===== config.mk =====
export PLATFORM = sky130hd
export DESIGN_NAME = poly_matrix_address_gen
export DESIGN_NICKNAME = d
export VERILOG_FILES = /design/src/hw/rtl/pmag_pkg.sv /design/src/hw/rtl/pmag_cfg.sv /design/src/hw/rtl/pmag_mul.sv /design/src/hw/rtl/pmag_mod.sv /design/src/hw/rtl/poly_matrix_address_gen.sv
export SDC_FILE = /design/constraint.sdc
export NUM_CORES = 2
export LEC_CHECK = 0
export BUFFER_PORTS_ARGS = -buffer_cell sky130_fd_sc_hd__clkbuf_2
export CAP_MARGIN = 20
export CORE_UTILIZATION = 40
export DETAILED_ROUTE_END_ITERATION = 16
export SETUP_SLACK_MARGIN = 0.4
export SLEW_MARGIN = 15
export SYNTH_ARGS = -nofsm -noshare
export SYNTH_HDL_FRONTEND = slang
export SYNTH_HIERARCHICAL = 1
export SYNTH_SLANG_ARGS = --single-unit

===== constraint.sdc =====
create_clock -name clk -period 23.2 [get_ports clk]
set_input_delay 2.32 -clock clk [delete_from_list [all_inputs] [get_ports clk]]
set_output_delay 2.32 -clock clk [all_outputs]
set_load 0.01 [all_outputs]

===== src/hw/rtl/pmag_pkg.sv =====
// shared types, widths and helpers for the poly matrix address generator
package pmag_pkg;

	localparam int DIM_W    = 9;   // matrix width / height register
	localparam int STEP_W   = 17;  // signed channel step
	localparam int OFF_W    = 10;  // signed x / y offsets
	localparam int LVL_W    = 17;  // signed q1.15 control levels
	localparam int ADDR_W   = 16;  // address field on the output word
	localparam int N_W      = 18;  // cell count, up to 511*511
	localparam int MUL_W    = 19;  // signed operand width of the shared multiplier
	localparam int PROD_W   = 2 * MUL_W;
	localparam int FRAC     = 15;  // level scale is 2^15
	localparam int TRUNC_W  = PROD_W - FRAC;
	localparam int COORD_W  = 12;  // signed row coordinate after scaling
	localparam int ACC_W    = 22;  // signed raw address
	localparam int DIV_BITS = 20;  // nonnegative raw address always fits here
	localparam int CNT_W    = $clog2(DIV_BITS + 1);
	localparam int CFG_AW   = 4;
	localparam int CFG_DW   = 32;

	localparam logic [CFG_AW-3:0] REG_WIDTH  = 2'd0;
	localparam logic [CFG_AW-3:0] REG_HEIGHT = 2'd1;
	localparam logic [CFG_AW-3:0] REG_STEP   = 2'd2;

	localparam logic [PROD_W-1:0] FRAC_BIAS = PROD_W'((64'd1 << FRAC) - 64'd1);

	// effective configuration, dimensions already clamped
	typedef struct packed {
		logic [DIM_W-1:0]         width;
		logic [DIM_W-1:0]         height;
		logic signed [STEP_W-1:0] step;
	} cfg_t;

	typedef struct packed {
		logic busy;
		logic done;
	} mod_stat_t;

	// divide by 2^15 rounding toward zero
	function automatic logic signed [TRUNC_W-1:0] trunc_frac(input logic signed [PROD_W-1:0] p);
		logic [PROD_W-1:0] b;
		b = p + (p[PROD_W-1] ? FRAC_BIAS : '0);
		return b[PROD_W-1:FRAC];
	endfunction

endpackage


===== src/hw/rtl/pmag_cfg.sv =====
// register file behind the apb port, with dimension clamping
module pmag_cfg #(
	parameter int DIM_MAX = 256
) (
	input  logic                          clk,
	input  logic                          arst_n,
	input  logic                          psel,
	input  logic                          penable,
	input  logic                          pwrite,
	input  logic [pmag_pkg::CFG_AW-1:0]   paddr,
	input  logic [pmag_pkg::CFG_DW-1:0]   pwdata,
	output logic [pmag_pkg::CFG_DW-1:0]   prdata,
	output pmag_pkg::cfg_t                cfg
);

	logic [pmag_pkg::DIM_W-1:0]         width_q;
	logic [pmag_pkg::DIM_W-1:0]         height_q;
	logic signed [pmag_pkg::STEP_W-1:0] step_q;
	logic [pmag_pkg::CFG_AW-3:0]        idx;
	logic                               wr;

	assign idx = paddr[pmag_pkg::CFG_AW-1:2];
	assign wr  = psel & penable & pwrite;

	always_ff @(posedge clk or negedge arst_n) begin
		if (!arst_n) begin
			width_q  <= pmag_pkg::DIM_W'(16);
			height_q <= pmag_pkg::DIM_W'(16);
			step_q   <= pmag_pkg::STEP_W'(1);
		end else if (wr) begin
			unique case (idx)
				pmag_pkg::REG_WIDTH:  width_q  <= pwdata[pmag_pkg::DIM_W-1:0];
				pmag_pkg::REG_HEIGHT: height_q <= pwdata[pmag_pkg::DIM_W-1:0];
				pmag_pkg::REG_STEP:   step_q   <= pwdata[pmag_pkg::STEP_W-1:0];
				default: ;
			endcase
		end
	end

	always_comb begin
		unique case (idx)
			pmag_pkg::REG_WIDTH:  prdata = pmag_pkg::CFG_DW'(width_q);
			pmag_pkg::REG_HEIGHT: prdata = pmag_pkg::CFG_DW'(height_q);
			pmag_pkg::REG_STEP:   prdata = pmag_pkg::CFG_DW'(signed'(step_q));
			default:              prdata = '0;
		endcase
	end

	function automatic logic [pmag_pkg::DIM_W-1:0] clamp_dim(input logic [pmag_pkg::DIM_W-1:0] d);
		if (d == '0)
			return pmag_pkg::DIM_W'(1);
		else if (32'(d) > DIM_MAX)
			return pmag_pkg::DIM_W'(DIM_MAX);
		else
			return d;
	endfunction

	assign cfg.width  = clamp_dim(width_q);
	assign cfg.height = clamp_dim(height_q);
	assign cfg.step   = step_q;

endmodule


===== src/hw/rtl/pmag_mul.sv =====
// shared signed multiplier with registered product
module pmag_mul (
	input  logic                                clk,
	input  logic signed [pmag_pkg::MUL_W-1:0]   op_a,
	input  logic signed [pmag_pkg::MUL_W-1:0]   op_b,
	output logic signed [pmag_pkg::PROD_W-1:0]  prod
);

	logic signed [pmag_pkg::PROD_W-1:0] prod_q;

	always_ff @(posedge clk) begin
		prod_q <= op_a * op_b;
	end

	assign prod = prod_q;

endmodule


===== src/hw/rtl/pmag_mod.sv =====
// bit-serial restoring remainder, one dividend bit per cycle
module pmag_mod (
	input  logic                              clk,
	input  logic                              arst_n,
	input  logic                              start,
	input  logic [pmag_pkg::DIV_BITS-1:0]     dividend,
	input  logic [pmag_pkg::N_W-1:0]          divisor,
	output pmag_pkg::mod_stat_t               stat,
	output logic [pmag_pkg::N_W-1:0]          remainder
);

	logic                            busy_q;
	logic                            done_q;
	logic [pmag_pkg::CNT_W-1:0]      cnt_q;
	logic [pmag_pkg::DIV_BITS-1:0]   div_q;
	logic [pmag_pkg::N_W-1:0]        den_q;
	logic [pmag_pkg::N_W-1:0]        rem_q;
	logic [pmag_pkg::N_W:0]          trial;
	logic [pmag_pkg::N_W:0]          diff;
	logic [pmag_pkg::N_W-1:0]        rem_nxt;

	// shift in next dividend bit, subtract divisor when it fits
	assign trial   = {rem_q, div_q[pmag_pkg::DIV_BITS-1]};
	assign diff    = trial - {1'b0, den_q};
	assign rem_nxt = (trial >= {1'b0, den_q}) ? diff[pmag_pkg::N_W-1:0] : trial[pmag_pkg::N_W-1:0];

	always_ff @(posedge clk or negedge arst_n) begin
		if (!arst_n) begin
			busy_q <= 1'b0;
			done_q <= 1'b0;
			cnt_q  <= '0;
		end else begin
			done_q <= 1'b0;
			if (start) begin
				busy_q <= 1'b1;
				cnt_q  <= pmag_pkg::CNT_W'(pmag_pkg::DIV_BITS);
			end else if (busy_q) begin
				cnt_q <= cnt_q - pmag_pkg::CNT_W'(1);
				if (cnt_q == pmag_pkg::CNT_W'(1)) begin
					busy_q <= 1'b0;
					done_q <= 1'b1;
				end
			end
		end
	end

	always_ff @(posedge clk) begin
		if (start) begin
			div_q <= dividend;
			den_q <= divisor;
			rem_q <= '0;
		end else if (busy_q) begin
			div_q <= {div_q[pmag_pkg::DIV_BITS-2:0], 1'b0};
			rem_q <= rem_nxt;
		end
	end

	assign stat.busy = busy_q;
	assign stat.done = done_q;
	assign remainder = rem_q;

endmodule


===== src/hw/rtl/poly_matrix_address_gen.sv =====
// top level: sequencer around a shared multiplier and a serial remainder unit
// an accepted input word runs S_NMUL, S_OP1 and those of S_OP2 to S_OP5 that its mode
//   needs, then reduces modulo the cell count in S_MODS and S_MODW (skipped if negative)
//   and ends in S_PUSH; s_tready is high only while the sequencer is idle, so a new word
//   waits until the last is pushed; the finished result waits in its own output register
// reset: arst_n clears sequencer, channel, previous address and config (16 x 16, step 1)
module poly_matrix_address_gen #(
	parameter int CHANNELS = 16,
	parameter int DIM_MAX  = 256
) (
	input  logic                          clk,
	input  logic                          arst_n,
	// apb configuration port
	input  logic                          psel,
	input  logic                          penable,
	input  logic                          pwrite,
	input  logic [pmag_pkg::CFG_AW-1:0]   paddr,
	input  logic [pmag_pkg::CFG_DW-1:0]   pwdata,
	output logic [pmag_pkg::CFG_DW-1:0]   prdata,
	output logic                          pready,
	// input words
	input  logic                          s_tvalid,
	output logic                          s_tready,
	input  logic [55:0]                   s_tdata,  // x_offset[9:0], y_offset[19:10],
	                                                // x_level[36:20], y_level[53:37], zero
	input  logic [1:0]                    s_tuser,  // has_x[0], has_y[1]
	// result words
	output logic                          m_tvalid,
	input  logic                          m_tready,
	output logic [15:0]                   m_tdata,  // address[15:0]
	output logic                          m_tlast
);

	localparam int CH_W = (CHANNELS > 1) ? $clog2(CHANNELS) : 1;

	typedef enum logic [9:0] {
		S_IDLE = 10'b0000000001,
		S_NMUL = 10'b0000000010,
		S_OP1  = 10'b0000000100,
		S_OP2  = 10'b0000001000,
		S_OP3  = 10'b0000010000,
		S_OP4  = 10'b0000100000,
		S_OP5  = 10'b0001000000,
		S_MODS = 10'b0010000000,
		S_MODW = 10'b0100000000,
		S_PUSH = 10'b1000000000
	} state_t;

	// how the raw address is formed for the current channel
	typedef enum logic [1:0] {
		MODE_XY   = 2'd0,  // y level present, x level optional
		MODE_X    = 2'd1,  // x level spread over the whole matrix
		MODE_STEP = 2'd2,  // previous address plus step
		MODE_BASE = 2'd3   // plain base position
	} mode_t;

	pmag_pkg::cfg_t      cfg;
	pmag_pkg::mod_stat_t mod_stat;

	state_t state_q;
	mode_t  mode_q;
	mode_t  mode_in;

	logic                                  hx_q;
	logic signed [pmag_pkg::OFF_W-1:0]     xo_q;
	logic signed [pmag_pkg::OFF_W-1:0]     yo_q;
	logic signed [pmag_pkg::LVL_W-1:0]     xl_q;
	logic signed [pmag_pkg::LVL_W-1:0]     yl_q;
	logic [CH_W-1:0]                       ch_q;
	logic [pmag_pkg::N_W-1:0]              prev_q;
	logic [pmag_pkg::N_W-1:0]              n_q;
	logic [pmag_pkg::N_W-1:0]              res_q;
	logic signed [pmag_pkg::COORD_W-1:0]   coord_q;
	logic signed [pmag_pkg::ACC_W-1:0]     acc_q;
	logic                                  out_valid_q;
	logic [pmag_pkg::ADDR_W-1:0]           out_addr_q;
	logic                                  out_last_q;

	logic signed [pmag_pkg::MUL_W-1:0]     mul_a;
	logic signed [pmag_pkg::MUL_W-1:0]     mul_b;
	logic signed [pmag_pkg::PROD_W-1:0]    prod;
	logic signed [pmag_pkg::TRUNC_W-1:0]   prod_tr;
	logic signed [pmag_pkg::TRUNC_W-1:0]   row_tr;
	logic signed [pmag_pkg::PROD_W-1:0]    yo_sh;
	logic signed [pmag_pkg::ACC_W-1:0]     xo_ext;
	logic signed [pmag_pkg::ACC_W-1:0]     step_sum;
	logic [pmag_pkg::N_W-1:0]              remainder;
	logic                                  mod_start;
	logic                                  in_fire;
	logic                                  out_fire;
	logic                                  push;
	logic                                  last_ch;

	assign pready = 1'b1;

	pmag_cfg #(
		.DIM_MAX(DIM_MAX)
	) u_cfg (
		.clk    (clk),
		.arst_n (arst_n),
		.psel   (psel),
		.penable(penable),
		.pwrite (pwrite),
		.paddr  (paddr),
		.pwdata (pwdata),
		.prdata (prdata),
		.cfg    (cfg)
	);

	pmag_mul u_mul (
		.clk (clk),
		.op_a(mul_a),
		.op_b(mul_b),
		.prod(prod)
	);

	pmag_mod u_mod (
		.clk      (clk),
		.arst_n   (arst_n),
		.start    (mod_start),
		.dividend (acc_q[pmag_pkg::DIV_BITS-1:0]),
		.divisor  (n_q),
		.stat     (mod_stat),
		.remainder(remainder)
	);

	assign s_tready = (state_q == S_IDLE);
	assign in_fire  = s_tvalid & s_tready;
	assign out_fire = out_valid_q & m_tready;
	// the finished result moves into the output register once it is free
	assign push     = (state_q == S_PUSH) & (~out_valid_q | m_tready);
	assign last_ch  = (ch_q == CH_W'(CHANNELS - 1));

	// a negative raw address maps to zero without running the remainder unit
	assign mod_start = (state_q == S_MODS) & ~acc_q[pmag_pkg::ACC_W-1];

	always_comb begin
		if (s_tuser[1])
			mode_in = MODE_XY;
		else if (s_tuser[0])
			mode_in = MODE_X;
		else if (ch_q != '0)
			mode_in = MODE_STEP;
		else
			mode_in = MODE_BASE;
	end

	// scaled values from the multiplier, rounded toward zero
	assign prod_tr  = pmag_pkg::trunc_frac(prod);
	assign yo_sh    = {{(pmag_pkg::PROD_W - pmag_pkg::OFF_W - pmag_pkg::FRAC){yo_q[pmag_pkg::OFF_W-1]}},
		yo_q, {pmag_pkg::FRAC{1'b0}}};
	assign row_tr   = pmag_pkg::trunc_frac(yo_sh + prod);
	assign xo_ext   = {{(pmag_pkg::ACC_W - pmag_pkg::OFF_W){xo_q[pmag_pkg::OFF_W-1]}}, xo_q};
	assign step_sum = {{(pmag_pkg::ACC_W - pmag_pkg::N_W){1'b0}}, prev_q}
		+ {{(pmag_pkg::ACC_W - pmag_pkg::STEP_W){cfg.step[pmag_pkg::STEP_W-1]}}, cfg.step};

	// operand select for the shared multiplier, product is registered and lands in the next cycle
	always_comb begin
		mul_a = '0;
		mul_b = '0;
		unique case (state_q)
			S_NMUL: begin
				mul_a = {{(pmag_pkg::MUL_W - pmag_pkg::DIM_W){1'b0}}, cfg.width};
				mul_b = {{(pmag_pkg::MUL_W - pmag_pkg::DIM_W){1'b0}}, cfg.height};
			end
			S_OP1: begin
				if (mode_q == MODE_XY) begin
					mul_a = {{(pmag_pkg::MUL_W - pmag_pkg::LVL_W){yl_q[pmag_pkg::LVL_W-1]}}, yl_q};
					mul_b = {{(pmag_pkg::MUL_W - pmag_pkg::DIM_W){1'b0}}, cfg.height};
				end else begin
					mul_a = {{(pmag_pkg::MUL_W - pmag_pkg::DIM_W){1'b0}}, cfg.width};
					mul_b = {{(pmag_pkg::MUL_W - pmag_pkg::OFF_W){yo_q[pmag_pkg::OFF_W-1]}}, yo_q};
				end
			end
			S_OP2: begin
				// spread over n-1 cells for the x-only channel
				mul_a = {{(pmag_pkg::MUL_W - pmag_pkg::LVL_W){xl_q[pmag_pkg::LVL_W-1]}}, xl_q};
				mul_b = {1'b0, n_q - pmag_pkg::N_W'(1)};
			end
			S_OP3: begin
				mul_a = {{(pmag_pkg::MUL_W - pmag_pkg::DIM_W){1'b0}}, cfg.width};
				mul_b = {{(pmag_pkg::MUL_W - pmag_pkg::COORD_W){coord_q[pmag_pkg::COORD_W-1]}}, coord_q};
			end
			S_OP4: begin
				mul_a = {{(pmag_pkg::MUL_W - pmag_pkg::LVL_W){xl_q[pmag_pkg::LVL_W-1]}}, xl_q};
				mul_b = {{(pmag_pkg::MUL_W - pmag_pkg::DIM_W){1'b0}}, cfg.width};
			end
			default: ;
		endcase
	end

	// sequencer
	always_ff @(posedge clk or negedge arst_n) begin
		if (!arst_n) begin
			state_q     <= S_IDLE;
			mode_q      <= MODE_BASE;
			ch_q        <= '0;
			prev_q      <= '0;
			n_q         <= pmag_pkg::N_W'(1);
			out_valid_q <= 1'b0;
		end else begin
			if (push)
				out_valid_q <= 1'b1;
			else if (out_fire)
				out_valid_q <= 1'b0;

			unique case (state_q)
				S_IDLE: begin
					if (in_fire) begin
						mode_q  <= mode_in;
						state_q <= S_NMUL;
					end
				end
				S_NMUL: state_q <= S_OP1;
				S_OP1: begin
					n_q <= prod[pmag_pkg::N_W-1:0];
					state_q <= (mode_q == MODE_STEP) ? S_MODS : S_OP2;
				end
				S_OP2: state_q <= (mode_q == MODE_BASE) ? S_MODS : S_OP3;
				S_OP3: state_q <= (mode_q == MODE_XY) ? S_OP4 : S_MODS;
				S_OP4: state_q <= hx_q ? S_OP5 : S_MODS;
				S_OP5: state_q <= S_MODS;
				S_MODS: state_q <= acc_q[pmag_pkg::ACC_W-1] ? S_PUSH : S_MODW;
				S_MODW: begin
					if (mod_stat.done)
						state_q <= S_PUSH;
				end
				S_PUSH: begin
					if (push) begin
						prev_q  <= res_q;
						ch_q    <= last_ch ? '0 : ch_q + CH_W'(1);
						state_q <= S_IDLE;
					end
				end
				default: state_q <= S_IDLE;
			endcase
		end
	end

	// datapath registers
	always_ff @(posedge clk) begin
		if (in_fire) begin
			xo_q <= s_tdata[9:0];
			yo_q <= s_tdata[19:10];
			xl_q <= s_tdata[36:20];
			yl_q <= s_tdata[53:37];
			hx_q <= s_tuser[0];
		end

		case (state_q)
			S_OP1: begin
				if (mode_q == MODE_STEP)
					acc_q <= step_sum;
			end
			S_OP2: begin
				if (mode_q == MODE_XY)
					coord_q <= row_tr[pmag_pkg::COORD_W-1:0];
				else
					acc_q <= xo_ext + prod[pmag_pkg::ACC_W-1:0];
			end
			S_OP3: begin
				if (mode_q == MODE_X)
					acc_q <= acc_q + prod_tr[pmag_pkg::ACC_W-1:0];
			end
			S_OP4: acc_q <= xo_ext + prod[pmag_pkg::ACC_W-1:0];
			S_OP5: acc_q <= acc_q + prod_tr[pmag_pkg::ACC_W-1:0];
			S_MODS: begin
				if (acc_q[pmag_pkg::ACC_W-1])
					res_q <= '0;
			end
			S_MODW: begin
				if (mod_stat.done)
					res_q <= remainder;
			end
			default: ;
		endcase

		if (push) begin
			out_addr_q <= res_q[pmag_pkg::ADDR_W-1:0];
			out_last_q <= last_ch;
		end
	end

	assign m_tvalid = out_valid_q;
	assign m_tdata  = out_addr_q;
	assign m_tlast  = out_last_q;

	// an accepted word always starts the sequence with the cell count multiply
	a_accept_starts: assert property (@(posedge clk) disable iff (!arst_n)
		in_fire |=> (state_q == S_NMUL))
		else $error("accepted word did not start the sequence");

	// the remainder unit is never restarted while it is still working
	a_mod_free: assert property (@(posedge clk) disable iff (!arst_n)
		mod_start |-> !mod_stat.busy)
		else $error("remainder unit restarted while busy");

	// a negative raw address yields address zero
	a_neg_zero: assert property (@(posedge clk) disable iff (!arst_n)
		(state_q == S_MODS && acc_q[pmag_pkg::ACC_W-1]) |=> (res_q == '0))
		else $error("negative raw address not clamped to zero");

	// the delivered address stays inside the matrix
	a_addr_bound: assert property (@(posedge clk) disable iff (!arst_n)
		m_tvalid |-> (prev_q < n_q))
		else $error("address beyond cell count");

endmodule

# Word-level counts from Yosys, hierarchy flattened
# Cells that the tools add are included.
word_totals:
  ff_bits: 313
  inputBits: 101
op_classes:
  addsub: 10
  mul: 1
  magnitude_cmp: 3
  eq_ne: 24
  n_mux: 44
  n_bitwise: 9
  n_reduce_logical: 20
op_table:
  columns: ["operator", "n"]
  rows:
  - ["one-hot mux 22 bit (5 select lines)", 1]
  - ["one-hot mux 10 bit (10 select lines)", 1]
  - ["one-hot mux 32 bit (3 select lines)", 1]
  - ["one-hot mux 19 bit (5 select lines)", 1]
  - ["2-to-1 mux 22 bit", 3]
  - ["one-hot mux 19 bit (3 select lines)", 1]
  - ["2-to-1 mux 18 bit", 3]
  - ["adder 22 bit", 2]
  - ["2-to-1 mux 10 bit", 4]
  - ["2-to-1 mux 20 bit", 2]
  - ["adder 25 x 38 -> 38 bit", 1]
  - ["multiplier 19 x 19 -> 38 bit", 1]
  - ["2-to-1 mux 19 bit", 2]
  - ["adder 37 x 15 -> 37 bit", 1]
  - ["2-to-1 mux 9 bit", 4]
  - ["one-hot mux 18 bit (2 select lines)", 1]
  - ["2-to-1 mux 8 bit", 4]
  - ["2-to-1 mux 15 bit", 2]
  - ["adder 27 x 15 -> 27 bit", 1]
  - ["adder 19 x 17 -> 20 bit", 1]
  - ["greater-or-equal comparator 19 x 18 -> 1 bit", 1]
  - ["> comparator 9 bit (second input constant)", 2]
  - ["zero test 9 bit", 2]
  - ["subtractor 18 x 1 -> 18 bit (second input constant)", 1]
  - ["34 further kinds", 68]

# Logic depth before layout (Yosys ltp)
logic_depth:
  ltp_word: 6
  ltp_mapped: 34
  ltp_nobuf: 31

# Hierarchy
# Netlist, hierarchy kept.
by_module_without_submodules:
  columns: ["module", "instances", "cells_each", "area_per_inst_um2", "seq_area_each_um2"]
  rows:
  - ["pmag_mul", 1, 1521, 14412.6, 760.7]
  - ["poly_matrix_address_gen", 1, 1138, 11742.5, 5054.8]
  - ["pmag_mod", 1, 373, 3781.1, 1676.6]
  - ["pmag_cfg", 1, 156, 1870.5, 879.6]

# Least setup slack after synthesis
# Ideal clock, no wire load.
synth_path:
  path_kind: "register to register"
  startpoint: "register state_q[9]"
  endpoint: "register u_mul.prod_q (netlist bit u_mul/prod[34])"
  arrival_ns: 8.382
  t_required_ns: 23.128
  setup_slack_ns: 14.746
  stages_incl_launch_ff: 30
  n_path_buf: 5
  cell_sequence: "dfrtp_1 nor3_1 nor4b_1 and3_1 clkbuf_1 clkbuf_1 a22o_1 clkbuf_1 clkbuf_1 nand2_1 fa_1 inv_1 fa_1 fa_1 inv_1 fa_1 inv_1 fa_1 inv_1 fa_1 inv_1 ha_1 ha_1 clkbuf_1 a21o_1 a21oi_1 and2_1 a311o_1 a22oi_2 xor2_1"
synth_via:
  elab_chain_cells: 4
  word_cells_on_any_way: 10
  classes_between: "mul (1); eq/ne (5); mux (2); reduce/logical (2)"
synth_lines:
  columns: ["item", "line", "rtl"]
  rows:
  - ["start: declaration", "poly_matrix_address_gen.sv:60", "state_t state_q;"]
  - ["start signal: assignment", "poly_matrix_address_gen.sv:217", "state_q <= (mode_q == MODE_STEP) ? S_MODS : S_OP2;"]
  - ["start signal: assignment", "poly_matrix_address_gen.sv:219", "S_OP2: state_q <= (mode_q == MODE_BASE) ? S_MODS : S_OP3;"]
  - ["start signal: assignment", "poly_matrix_address_gen.sv:220", "S_OP3: state_q <= (mode_q == MODE_XY) ? S_OP4 : S_MODS;"]
  - ["== test 10 x 6 -> 1 bit (tied with other cells)", "poly_matrix_address_gen.sv:161", "unique case (state_q)"]
  - ["OR reduction 2 bit (no source line)", null, null]
  - ["one-hot mux 19 bit (3 select lines) *", "poly_matrix_address_gen.sv:161", null]
  - ["named net mul_a (one bit)", "poly_matrix_address_gen.sv:79", "logic signed [pmag_pkg::MUL_W-1:0] mul_a;"]
  - ["multiplier 19 x 19 -> 38 bit *", "pmag_mul.sv:12", "prod_q <= op_a * op_b;"]
  - ["end signal: assignment", "pmag_mul.sv:12", null]
  - ["end: declaration", "pmag_mul.sv:9", "logic signed [pmag_pkg::PROD_W-1:0] prod_q;"]
# The timed path passes the listed nets; every way through them passes the cells marked *.
# A chain may end at the register's enable or synchronous reset.

# Final worst setup path
layout_path:
  startpoint: "register state_q[6]"
  endpoint: "register u_mul.prod_q (netlist bit u_mul/prod[36])"
# The elaborated chain is that of the path after synthesis.

==> results.sh <==
export IMPL_first_global_vias=23100
export IMPL_clock_latency_ps=560
export IMPL_cts_root_buf="clkbuf_16"
export IMPL_antenna_found_initial=2
export IMPL_finalSetupTns_ps=0
export IMPL_synth_nets=3909
export IMPL_cp_arrival_ps=10100
export IMPL_post_route_period_util_pct=41.6
export IMPL_cts_buffer_depth=3
export IMPL_synthCells=3187
export IMPL_drt_wirelength_per_cell_um=18.8
export IMPL_start_util_pct=40.3
export IMPL_htreeDepth=2
export IMPL_max_cap_viol_count=0
export IMPL_grt_max_degree=58
export IMPL_antennaDiodeCount=0
export IMPL_clk_pin_slew_worst_paths_ps=60
export IMPL_status="completed"
export IMPL_place_area_sq_mm=0.0334
export IMPL_post_cts_resized=0
export IMPL_post_route_util_pct=44.1
export IMPL_cts_tree="done"
export IMPL_syn_area_sq_mm=0.0318
export IMPL_hold_start="res_q[4]"
export IMPL_cts_buffers=36
export IMPL_numPortBuffers=132
export IMPL_worst_pin_slew_ps=995
export IMPL_grt_first_pass_wirelength_um=131000
export IMPL_hpwl_um=64800
export IMPL_gr_total_overflow=0
export IMPL_cts_sinks=313
export IMPL_cts_setup_buffers=0
export IMPL_final_area_sq_mm=0.0348
export IMPL_drtPass1Iterations=8
export IMPL_die_x_um=284
export IMPL_drt_vias_per_instance=5.23
export IMPL_holdBufCountCts=0
export IMPL_crit_path_end_kind="flip-flop"
export IMPL_fin_total_pwr_w=0.00211
export IMPL_dpl_worst_slack_ps=13550
export IMPL_path_max_fanout=19
export IMPL_p_leak_nw=16.8
export IMPL_cp_startpoint="state_q[6]"
export IMPL_gp_congestion=0.910
export IMPL_worstSetupPathType="reg -> reg"
export IMPL_ant_nets=0
export IMPL_r2r_end="u_mul/prod[36]"
export IMPL_slew_violations=0
export IMPL_rows=103
export IMPL_drt_initial_drc_count=1597
export IMPL_min_period_ps=9660
export IMPL_final_nets=3983
export IMPL_synth_avg_cell_area_sq_um=9.98
export IMPL_hold_violations=0
export IMPL_layout_drive_gt1_share_pct=10.8
export IMPL_finClkSkew_ps=17.8
export IMPL_slew_headroom_pct=33.7
export IMPL_reg2reg_depth=24
export IMPL_reg2reg_from="state_q[6]"
export IMPL_design_core_area_sq_mm=0.0789
export IMPL_ir_worst_vdd_uv=55.2
export IMPL_fmax_ghz=0.104
export IMPL_fillers=7644
export IMPL_hp_class="reg -> reg"
export IMPL_start_kind="flip-flop"
export IMPL_drc_errors=0
export IMPL_fin_ws_ps=13540
export IMPL_hold_path_end="m_tdata[4]"
export IMPL_setup_viol=0
export IMPL_required_ps=23640
export IMPL_die_h_um=284
export IMPL_num_io_pins=153
export IMPL_syn2layout_area_growth_pct=9.29
export IMPL_track_usage_pct=20.6
export IMPL_wirelength_um=81600
export IMPL_whs_path_depth=0
export IMPL_p_per_area_mw_per_mm2=60.9
export IMPL_via_count=22700
export IMPL_rrSetupSlack_ps=13540
export IMPL_dieArea_sq_mm=0.0806
export IMPL_yosysWarnings=6
export IMPL_rsz0062_at_grt="false"
==> registers in the layout (all words and copies together) (netlist names), 2 cells and up <==
| name | count |
|---|---|
| u_mul/prod | 38 |
| acc_q | 22 |
| u_mod/div_q | 20 |
| n_q | 18 |
| prev_q | 18 |
| res_q | 18 |
| u_mod/den_q | 18 |
| u_mod/remainder | 18 |
| u_cfg/step_q | 17 |
| xl_q | 17 |
| yl_q | 17 |
| m_tdata | 16 |
| coord_q | 12 |
| state_q | 10 |
| xo_q | 10 |
| yo_q | 10 |
| u_cfg/height_q | 9 |
| u_cfg/width_q | 9 |
| u_mod/cnt_q | 5 |
| ch_q | 4 |
| mode_q | 2 |
==> cell type report <==
type	instances	area, sq um	area share, %
well taps	1050	1310	3.78
clock buffers	44	992	2.86
repair buffers	164	915	2.63
flip-flops and latches	313	8370	24.1
clock inverters	21	270	0.778
multi-input cells	2305	21200	61.1
inverters	441	1660	4.76
==> power breakdown <==
group	total, W	leakage (nW)	switching (W)	internal, W
Combinational	0.000742	13.0	0.000466	0.000277
Sequential	0.000757	3.21	0.0000824	0.000674
Clock	0.000616	0.615	0.000251	0.000365
Total	0.00211	16.8	0.000799	0.00132
==> cell usage in the layout (no fill, tap or decap), types with 12 or more instances in the layout <==
master       n
a211oi_1    17
a21o_1      42
a21oi_1    116
a222oi_1    13
a22oi_1     20
and2_1     226
and3_1      21
buf_4       31
clkbuf_16   37
clkbuf_2   131
dfrtp_1     88
dfxtp_1     56
edfxtp_1   162
fa_1       374
ha_1       247
inv_1      440
mux2_2      62
nand2_1    357
nand2b_1    27
nand3_1     32
nand4_1     23
nor2_1     114
nor2b_1     29
nor3_1      32
nor4_1      19
o211ai_1    21
o21a_1      20
o21ai_0     93
o21ai_1     15
o21bai_1    12
xnor2_1    108
xor2_1      56
==> how the worst max path moves through the flow <==
stage | endpoint | slack (ps)
floorplan | u_mul/prod[34] | 14750
global placement | u_mul/prod[36] | 13550
detailed placement | u_mul/prod[36] | 13550
CTS | u_mul/prod[36] | 13520
global route | u_mul/prod[36] | 12930
finish | u_mul/prod[36] | 13540
==> metrics by stage <==
step | hold WS, ps | cells
3_3_place_gp | 445 | 4270
6_report | 455 | 4338
5_1_grt | 476 | 4338
4_1_cts | 457 | 4335
3_5_place_dp | 452 | 4270
2_1_floorplan | 422 | 3187
==> critical path, cell delays in order, from the launching register on <==
cell      delay [ps]
dfrtp_1          380
nor2_1           420
nand4_1          190
or3b_2           550
nor2_1           770
or3_1            510
a222oi_1         220
inv_1            610
nand2_1          170
fa_1             520
fa_1             540
inv_1             60
fa_1             510
fa_1             530
fa_1             520
fa_1             570
fa_1             420
ha_1             420
and3_1           210
nand3_1          120
o311ai_4         370
a31oi_2          220
o41ai_2          410
a221oi_2         140
xnor2_1          150
==> routing by layer <==
metal | share of wire, % | vias up | track usage (%)
li1 | - | 10800 | -
met1 | 45 | 11300 | 28.1
met2 | 48 | 517 | 34.4
met3 | 4.9 | 94 | 2.83
met4 | 2.3 | 0 | 4.92
met5 | 0 | - | 0
No activity file was read; power rests on OpenSTA's default activity.
